==> config.mk <==
export PLATFORM = sky130hd
export DESIGN_NAME = bounded_deque_sorted_insert_unit
export DESIGN_NICKNAME = d
export VERILOG_FILES = /design/src/rtl/bdq_pkg.sv /design/src/rtl/bdq_cell.sv /design/src/rtl/bounded_deque_sorted_insert_unit.sv
export SDC_FILE = /design/constraint.sdc
export NUM_CORES = 2
export LEC_CHECK = 0
export BUFFER_PORTS_ARGS = -buffer_cell sky130_fd_sc_hd__clkbuf_2
export CORE_MARGIN = 3
export CORE_UTILIZATION = 35
export CTS_BUF_LIST = sky130_fd_sc_hd__clkbuf_16
export DETAILED_ROUTE_END_ITERATION = 8
export PLACE_DENSITY = 0.52
export SYNTH_ARGS = -nofsm -noshare
export SYNTH_HDL_FRONTEND = slang
export SYNTH_HIERARCHICAL = 1
export SYNTH_SLANG_ARGS = --single-unit
==> constraint.sdc <==
create_clock -name clk -period 15.16 [get_ports clk]
set_input_delay 0.758 -clock clk [delete_from_list [all_inputs] [get_ports clk]]
set_output_delay 0.758 -clock clk [all_outputs]
set_load 0.005 [all_outputs]
==> src/rtl/bdq_pkg.sv <==
// Shared constants, command codes and cell control type for the bounded deque.
`default_nettype none
package bdq_pkg;

  localparam int DEPTH_DEF = 16;
  localparam int VAL_W     = 32;

  localparam logic [2:0] CMD_PUSH_FRONT = 3'd0;
  localparam logic [2:0] CMD_PUSH_BACK  = 3'd1;
  localparam logic [2:0] CMD_SORTED     = 3'd2;
  localparam logic [2:0] CMD_POP_FRONT  = 3'd3;
  localparam logic [2:0] CMD_POP_BACK   = 3'd4;
  localparam logic [2:0] CMD_READ_ALL   = 3'd5;

  localparam logic [1:0] STAT_OK    = 2'd0;
  localparam logic [1:0] STAT_FULL  = 2'd1;
  localparam logic [1:0] STAT_EMPTY = 2'd2;

  localparam logic [2:0] MODE_HOLD       = 3'd0;
  localparam logic [2:0] MODE_PUSH_FRONT = 3'd1;
  localparam logic [2:0] MODE_PUSH_BACK  = 3'd2;
  localparam logic [2:0] MODE_SORTED     = 3'd3;
  localparam logic [2:0] MODE_ROTATE     = 3'd4;

  typedef struct packed {
    logic [2:0]       mode;
    logic [VAL_W-1:0] value;
  } cell_ctrl_t;

endpackage
`default_nettype wire

==> src/rtl/bdq_cell.sv <==
// One storage cell of the deque chain: holds one entry and shifts with its neighbors.
`default_nettype none
module bdq_cell
  import bdq_pkg::*;
#(
  parameter int IDX   = 0,
  parameter int CNT_W = 5
) (
  input  wire logic             clk,
  input  wire cell_ctrl_t       ctrl,
  input  wire logic [CNT_W-1:0] count,
  input  wire logic [VAL_W-1:0] left_data,
  input  wire logic [VAL_W-1:0] right_data,
  input  wire logic [VAL_W-1:0] head_data,
  input  wire logic             found_in,
  output logic                  found_out,
  output logic [VAL_W-1:0]      data_out
);

  logic [VAL_W-1:0] data_r;
  logic [VAL_W-1:0] data_nxt;
  logic             stop;
  logic             is_last;
  logic             v_le_self;
  logic             self_gt_v;

  assign v_le_self = $signed(ctrl.value) <= $signed(data_r);
  assign self_gt_v = $signed(data_r) > $signed(ctrl.value);
  assign is_last   = (count == CNT_W'(IDX + 1));

  // The insertion point is the first cell that raises stop; cells past it shift right.
  always_comb begin
    stop = 1'b0;
    case (ctrl.mode)
      MODE_PUSH_FRONT: stop = (IDX == 0);
      MODE_PUSH_BACK:  stop = (count == CNT_W'(IDX));
      MODE_SORTED: begin
        if (IDX == 0) begin
          stop = (count == '0) || v_le_self;
        end else begin
          stop = (count == CNT_W'(IDX)) || ((count > CNT_W'(IDX)) && self_gt_v);
        end
      end
      default: stop = 1'b0;
    endcase
  end

  assign found_out = found_in | stop;

  always_comb begin
    data_nxt = data_r;
    case (ctrl.mode) inside
      MODE_PUSH_FRONT, MODE_PUSH_BACK, MODE_SORTED: begin
        if (found_in) begin
          data_nxt = left_data;
        end else if (stop) begin
          data_nxt = ctrl.value;
        end
      end
      MODE_ROTATE: begin
        data_nxt = is_last ? head_data : right_data;
      end
      default: data_nxt = data_r;
    endcase
  end

  always_ff @(posedge clk) begin
    data_r <= data_nxt;
  end

  assign data_out = data_r;

endmodule
`default_nettype wire

==> src/rtl/bounded_deque_sorted_insert_unit.sv <==
// Top level of the bounded deque with sorted insert: command control and the cell chain.
//
//   channel  | ports                                       | handshake
//   ---------+---------------------------------------------+---------------------------
//   request  | start, busy, in_cmd, in_value               | taken when start && !busy
//   result   | out_valid, out_value_res, out_status, out_last | one-cycle strobe, no stall
//
// Push, insert and pop results show in the cycle after the request is taken,
// and a new request can be taken in the very next cycle.
// A read-out of N entries rotates the cell chain once per cycle through cell 0, so busy
// stays high until the last entry has rotated out, and the results stream out back to back.
// Reset clears the entry count and the control state; entry contents are not cleared.
// The result channel cannot stall, so nothing ever waits on the receiver.
`default_nettype none
module bounded_deque_sorted_insert_unit
  import bdq_pkg::*;
#(
  parameter int DEPTH = DEPTH_DEF
) (
  input  wire logic              clk,
  input  wire logic              rst_n,
  input  wire logic              start,
  output logic                   busy,
  input  wire logic [2:0]        in_cmd,
  input  wire logic [VAL_W-1:0]  in_value,
  output logic                   out_valid,
  output logic [VAL_W-1:0]       out_value_res,
  output logic [1:0]             out_status,
  output logic                   out_last
);

  localparam int CNT_W = $clog2(DEPTH + 1);

  localparam logic ST_IDLE = 1'b0;
  localparam logic ST_READ = 1'b1;

  logic             state_r, state_nxt;
  logic [CNT_W-1:0] count_r, count_nxt;
  logic [CNT_W-1:0] rd_cnt_r, rd_cnt_nxt;
  logic             out_valid_r, out_valid_nxt;
  logic [VAL_W-1:0] out_value_r, out_value_nxt;
  logic [1:0]       out_status_r, out_status_nxt;
  logic             out_last_r, out_last_nxt;

  logic             accept;
  logic             full;
  logic             empty;
  cell_ctrl_t       ctrl;
  logic [VAL_W-1:0] head;
  logic [VAL_W-1:0] tail;
  logic [VAL_W-1:0] cell_data [DEPTH];
  logic             found     [DEPTH+1];

  assign busy   = (state_r == ST_READ);
  assign accept = start && !busy;
  assign full   = (count_r == CNT_W'(DEPTH));
  assign empty  = (count_r == '0);

  // Cell chain
  assign found[0] = 1'b0;
  assign head     = cell_data[0];

  for (genvar i = 0; i < DEPTH; i++) begin : g_cell
    bdq_cell #(
      .IDX   (i),
      .CNT_W (CNT_W)
    ) u_cell (
      .clk        (clk),
      .ctrl       (ctrl),
      .count      (count_r),
      .left_data  ((i == 0) ? in_value : cell_data[(i == 0) ? 0 : i - 1]),
      .right_data ((i == DEPTH - 1) ? head : cell_data[(i == DEPTH - 1) ? i : i + 1]),
      .head_data  (head),
      .found_in   (found[i]),
      .found_out  (found[i+1]),
      .data_out   (cell_data[i])
    );
  end

  // The back entry is picked by the one cell whose index matches count - 1.
  always_comb begin
    tail = '0;
    for (int i = 0; i < DEPTH; i++) begin
      if (count_r == CNT_W'(i + 1)) begin
        tail = tail | cell_data[i];
      end
    end
  end

  always_comb begin
    state_nxt      = state_r;
    count_nxt      = count_r;
    rd_cnt_nxt     = rd_cnt_r;
    out_valid_nxt  = 1'b0;
    out_value_nxt  = '0;
    out_status_nxt = STAT_OK;
    out_last_nxt   = 1'b1;
    ctrl.mode      = MODE_HOLD;
    ctrl.value     = in_value;

    unique case (state_r)
      ST_IDLE: begin
        if (accept) begin
          unique case (in_cmd) inside
            CMD_PUSH_FRONT, CMD_PUSH_BACK, CMD_SORTED: begin
              out_valid_nxt = 1'b1;
              if (full) begin
                out_status_nxt = STAT_FULL;
              end else begin
                count_nxt = count_r + CNT_W'(1);
                case (in_cmd)
                  CMD_PUSH_FRONT: ctrl.mode = MODE_PUSH_FRONT;
                  CMD_PUSH_BACK:  ctrl.mode = MODE_PUSH_BACK;
                  default:        ctrl.mode = MODE_SORTED;
                endcase
              end
            end
            CMD_POP_FRONT: begin
              out_valid_nxt = 1'b1;
              if (empty) begin
                out_status_nxt = STAT_EMPTY;
              end else begin
                // Rotating left drops the head; the copy lands beyond the new count.
                ctrl.mode     = MODE_ROTATE;
                out_value_nxt = head;
                count_nxt     = count_r - CNT_W'(1);
              end
            end
            CMD_POP_BACK: begin
              out_valid_nxt = 1'b1;
              if (empty) begin
                out_status_nxt = STAT_EMPTY;
              end else begin
                out_value_nxt = tail;
                count_nxt     = count_r - CNT_W'(1);
              end
            end
            CMD_READ_ALL: begin
              if (empty) begin
                out_valid_nxt  = 1'b1;
                out_status_nxt = STAT_EMPTY;
              end else begin
                state_nxt  = ST_READ;
                rd_cnt_nxt = '0;
              end
            end
            default: begin
              out_valid_nxt = 1'b0;
            end
          endcase
        end
      end
      ST_READ: begin
        // A full rotation of count steps leaves the list as it was.
        ctrl.mode     = MODE_ROTATE;
        out_valid_nxt = 1'b1;
        out_value_nxt = head;
        out_last_nxt  = (rd_cnt_r == count_r - CNT_W'(1));
        rd_cnt_nxt    = rd_cnt_r + CNT_W'(1);
        if (out_last_nxt) begin
          state_nxt = ST_IDLE;
        end
      end
      default: state_nxt = ST_IDLE;
    endcase
  end

  always_ff @(posedge clk) begin
    if (!rst_n) begin
      state_r     <= ST_IDLE;
      count_r     <= '0;
      rd_cnt_r    <= '0;
      out_valid_r <= 1'b0;
    end else begin
      state_r     <= state_nxt;
      count_r     <= count_nxt;
      rd_cnt_r    <= rd_cnt_nxt;
      out_valid_r <= out_valid_nxt;
    end
  end

  always_ff @(posedge clk) begin
    out_value_r  <= out_value_nxt;
    out_status_r <= out_status_nxt;
    out_last_r   <= out_last_nxt;
  end

  assign out_valid     = out_valid_r;
  assign out_value_res = out_value_r;
  assign out_status    = out_status_r;
  assign out_last      = out_last_r;

  a_count_bound : assert property (@(posedge clk) disable iff (!rst_n)
    count_r <= CNT_W'(DEPTH))
    else $error("entry count exceeds capacity");

  a_read_nonempty : assert property (@(posedge clk) disable iff (!rst_n)
    busy |-> !empty)
    else $error("read-out running on an empty list");

  a_read_last : assert property (@(posedge clk) disable iff (!rst_n)
    (busy && rd_cnt_r == count_r - CNT_W'(1)) |=> (out_valid && out_last && !busy))
    else $error("read-out did not end with a last result");

  a_full_drop : assert property (@(posedge clk) disable iff (!rst_n)
    (accept && full && (in_cmd == CMD_PUSH_FRONT || in_cmd == CMD_PUSH_BACK ||
     in_cmd == CMD_SORTED)) |=> (out_valid && out_status == STAT_FULL && $stable(count_r)))
    else $error("push into a full list was not dropped");

  a_read_midstream : assert property (@(posedge clk) disable iff (!rst_n)
    (busy && rd_cnt_r != count_r - CNT_W'(1)) |=> (out_valid && !out_last))
    else $error("read-out result flagged last too early");

endmodule
`default_nettype wire

==> results.yml <==
status:
  outcome: "finished clean"
cells_and_area:
  seq_area_um2: 16300
  drive_gt1_share_pct: 7.97
  nets: 6645
  fillerInstances: 14700
  area_delta_synth_final_pct: 9.29
  utilization_pct: 38.8
  multiInputGateArea_um2: 31000
routing:
  drt_iter0_markers: 6189
  wl_um: 231000
  route.detailed.drc: 0
  routedWlPerCell_um: 28.7
  viasPerCell: 6.24
  ant_nets: 0
  drt_first_pass_iters: 6
  vias: 50200
clocking:
  cts-root-buf: "clkbuf_16"
  h-tree-depth: 3
  ctsResizeCount: 0
  cts.path.max_buffers: 3
  cts_buffers: 74
  cts_hold_buf: 0
  post_cts_buffers: 0
  clkLatencyLatePin_ps: 700
  cts_tree: "done"
  cts_sinks: 559
  path_clk_slew_ps: 60
setup_path:
  critical-path-max-stage-delay_ps: 1070
  worst_ep_arrival_time_ps: 14120
  rr_worst_depth: 49
  ff2ff_setup_slack_ps: 1170
  reg2reg_to: "g_cell[15].u_cell/data_out[20]"
  path_delay_family: "simple AND/OR/NAND/NOR gates"
  crit-reg2reg-launch: "g_cell[0].u_cell/data_out[15]"
  cp_common_cell: "buf_4"
  critPathSlowestCell: "or3_2"
  start_kind: "flip-flop"
  required_ps: 15290
  endpoint_kind: "flip-flop"
  path_buf_inv: 9
  critical_path_class: "flip-flop to flip-flop"
  crit_fanout: 68
global_routing:
  grt_usage_pct: 29.7
  grt_pass1_wl_um: 334000
  antenna_found_initial: 6
  grt_max_degree: 88
  first_global_vias: 47000
  grt_overflow_total: 0
floorplan:
  start_util_pct: 35.5
  fp.coreArea_um2: 143000
  rows: 138
  fp.dieW_um: 386
  ios: 75
  dieArea_um2: 149000
  fp.dieH_um: 386
timing:
  layout_min_cycle_time_ps: 13990
  hold_viol: 0
  relSlewSlack_pct: 12.4
  period_share_pct: 92.3
  rsz0062_at_grt: "no"
  skew_ps: 34.6
  tns_ps: 0
  finalSetupViolCount: 0
  timing.fmax_mhz: 71.5
  drv_slew: 0
  tightestPinTransition_ps: 1280
min_path:
  holdPathStages: 3
  holdPathEnd: "out_valid"
  hp-class: "primary input to flip-flop"
  hp-start: "start"
power:
  peakVddDrop_uv: 78.5
  p_leak_nw: 21.9
  p_per_area_nw_per_um2: 105
synthesis:
  syn_area_per_cell_um2: 8.17
  synth_warnings: 6
  syn_inst: 6202
  synthesis.area_um2: 50700
placed_design:
  dp_hpwl_um: 176000
  place.gp.congestion: 0.972
  numPortBuffers: 74
job:
  cap_viol_max_count: 0
stage by stage:
stage	power [mW]	worst slack (ps)	instances	area [um^2]	hold slack [ps]
CTS	5.80	1440	8038	55400	410
detailed placement	4.07	913	7902	53100	498
floorplan	3.34	460	6204	50700	451
global placement	4.05	1100	7902	53100	494
finish	5.83	1170	8045	55400	452
global route	6.09	186	8038	55400	447
registers in the layout (all words and copies together), names as in the netlist:
signal	count
out_valid	1
rd_cnt_r	5
out_value_res	32
out_last	1
count_r	5
busy	1
out_status	2
g_cell.u_cell/data_out	512
layout make-up:
| type | instances | share of cell area (%) |
|---|---|---|
| diodes | 7 | 0.0316 |
| clock inverters | 57 | 0.490 |
| repair buffers | 213 | 2.58 |
| flip-flops and latches | 559 | 29.5 |
| inverters | 536 | 3.63 |
| well taps | 1890 | 4.27 |
| multi-input cells | 4704 | 55.9 |
| clock buffers | 79 | 3.57 |
layout by cell type, fill, tap and decap left out, drive strengths merged, types with 95 or more instances in the layout:
cell,n
nand2,1200
inv,559
nor2,554
a211oi,534
a31oi,521
ha,519
edfxtp,512
a21oi,237
clkbuf,153
buf,139
nand4,110
o21ai,101
nand3,95
worst max-delay path by stage:
stage | from | depth (start not counted) | to
final | g_cell[0].u_cell/data_out[15] | 49 | g_cell[15].u_cell/data_out[20]
after global routing | g_cell[0].u_cell/data_out[15] | 49 | g_cell[15].u_cell/data_out[8]
after detailed placement | in_value[25] | 47 | g_cell[15].u_cell/data_out[6]
after global placement | in_value[25] | 47 | g_cell[15].u_cell/data_out[6]
after CTS | g_cell[0].u_cell/data_out[15] | 49 | g_cell[15].u_cell/data_out[8]
after floorplan | count_r[0] | 64 | g_cell[15].u_cell/data_out[0]
routing by layer:
layer | vias to the layer above | part of all wire [%] | global-route usage (%)
met3 | 518 | 8.5 | 4.50
li1 | 22800 | - | -
met2 | 2641 | 44 | 46.5
met5 | - | 0 | 0
met1 | 24300 | 41 | 39.7
met4 | 0 | 6.1 | 15.5
worst register-to-register path, delay by kind of cell (launching register included):
kind	cells	cell delay, ps
buf+inv	9	2610
simple gates	19	5340
xor+xnor	1	280
flops	1	320
compound gates	19	4580
fa+ha+maj	1	300
where the power goes:
| part | switching [mW] | internal, mW | total, mW | leakage (nW) |
|---|---|---|---|---|
| clock | 0.772 | 0.951 | 1.72 | 1.19 |
| combinational | 1.28 | 0.595 | 1.87 | 15.6 |
| sequential | 0.283 | 1.95 | 2.23 | 5.09 |
| total | 2.33 | 3.50 | 5.83 | 21.9 |
Power figures use the tool's default switching activity.
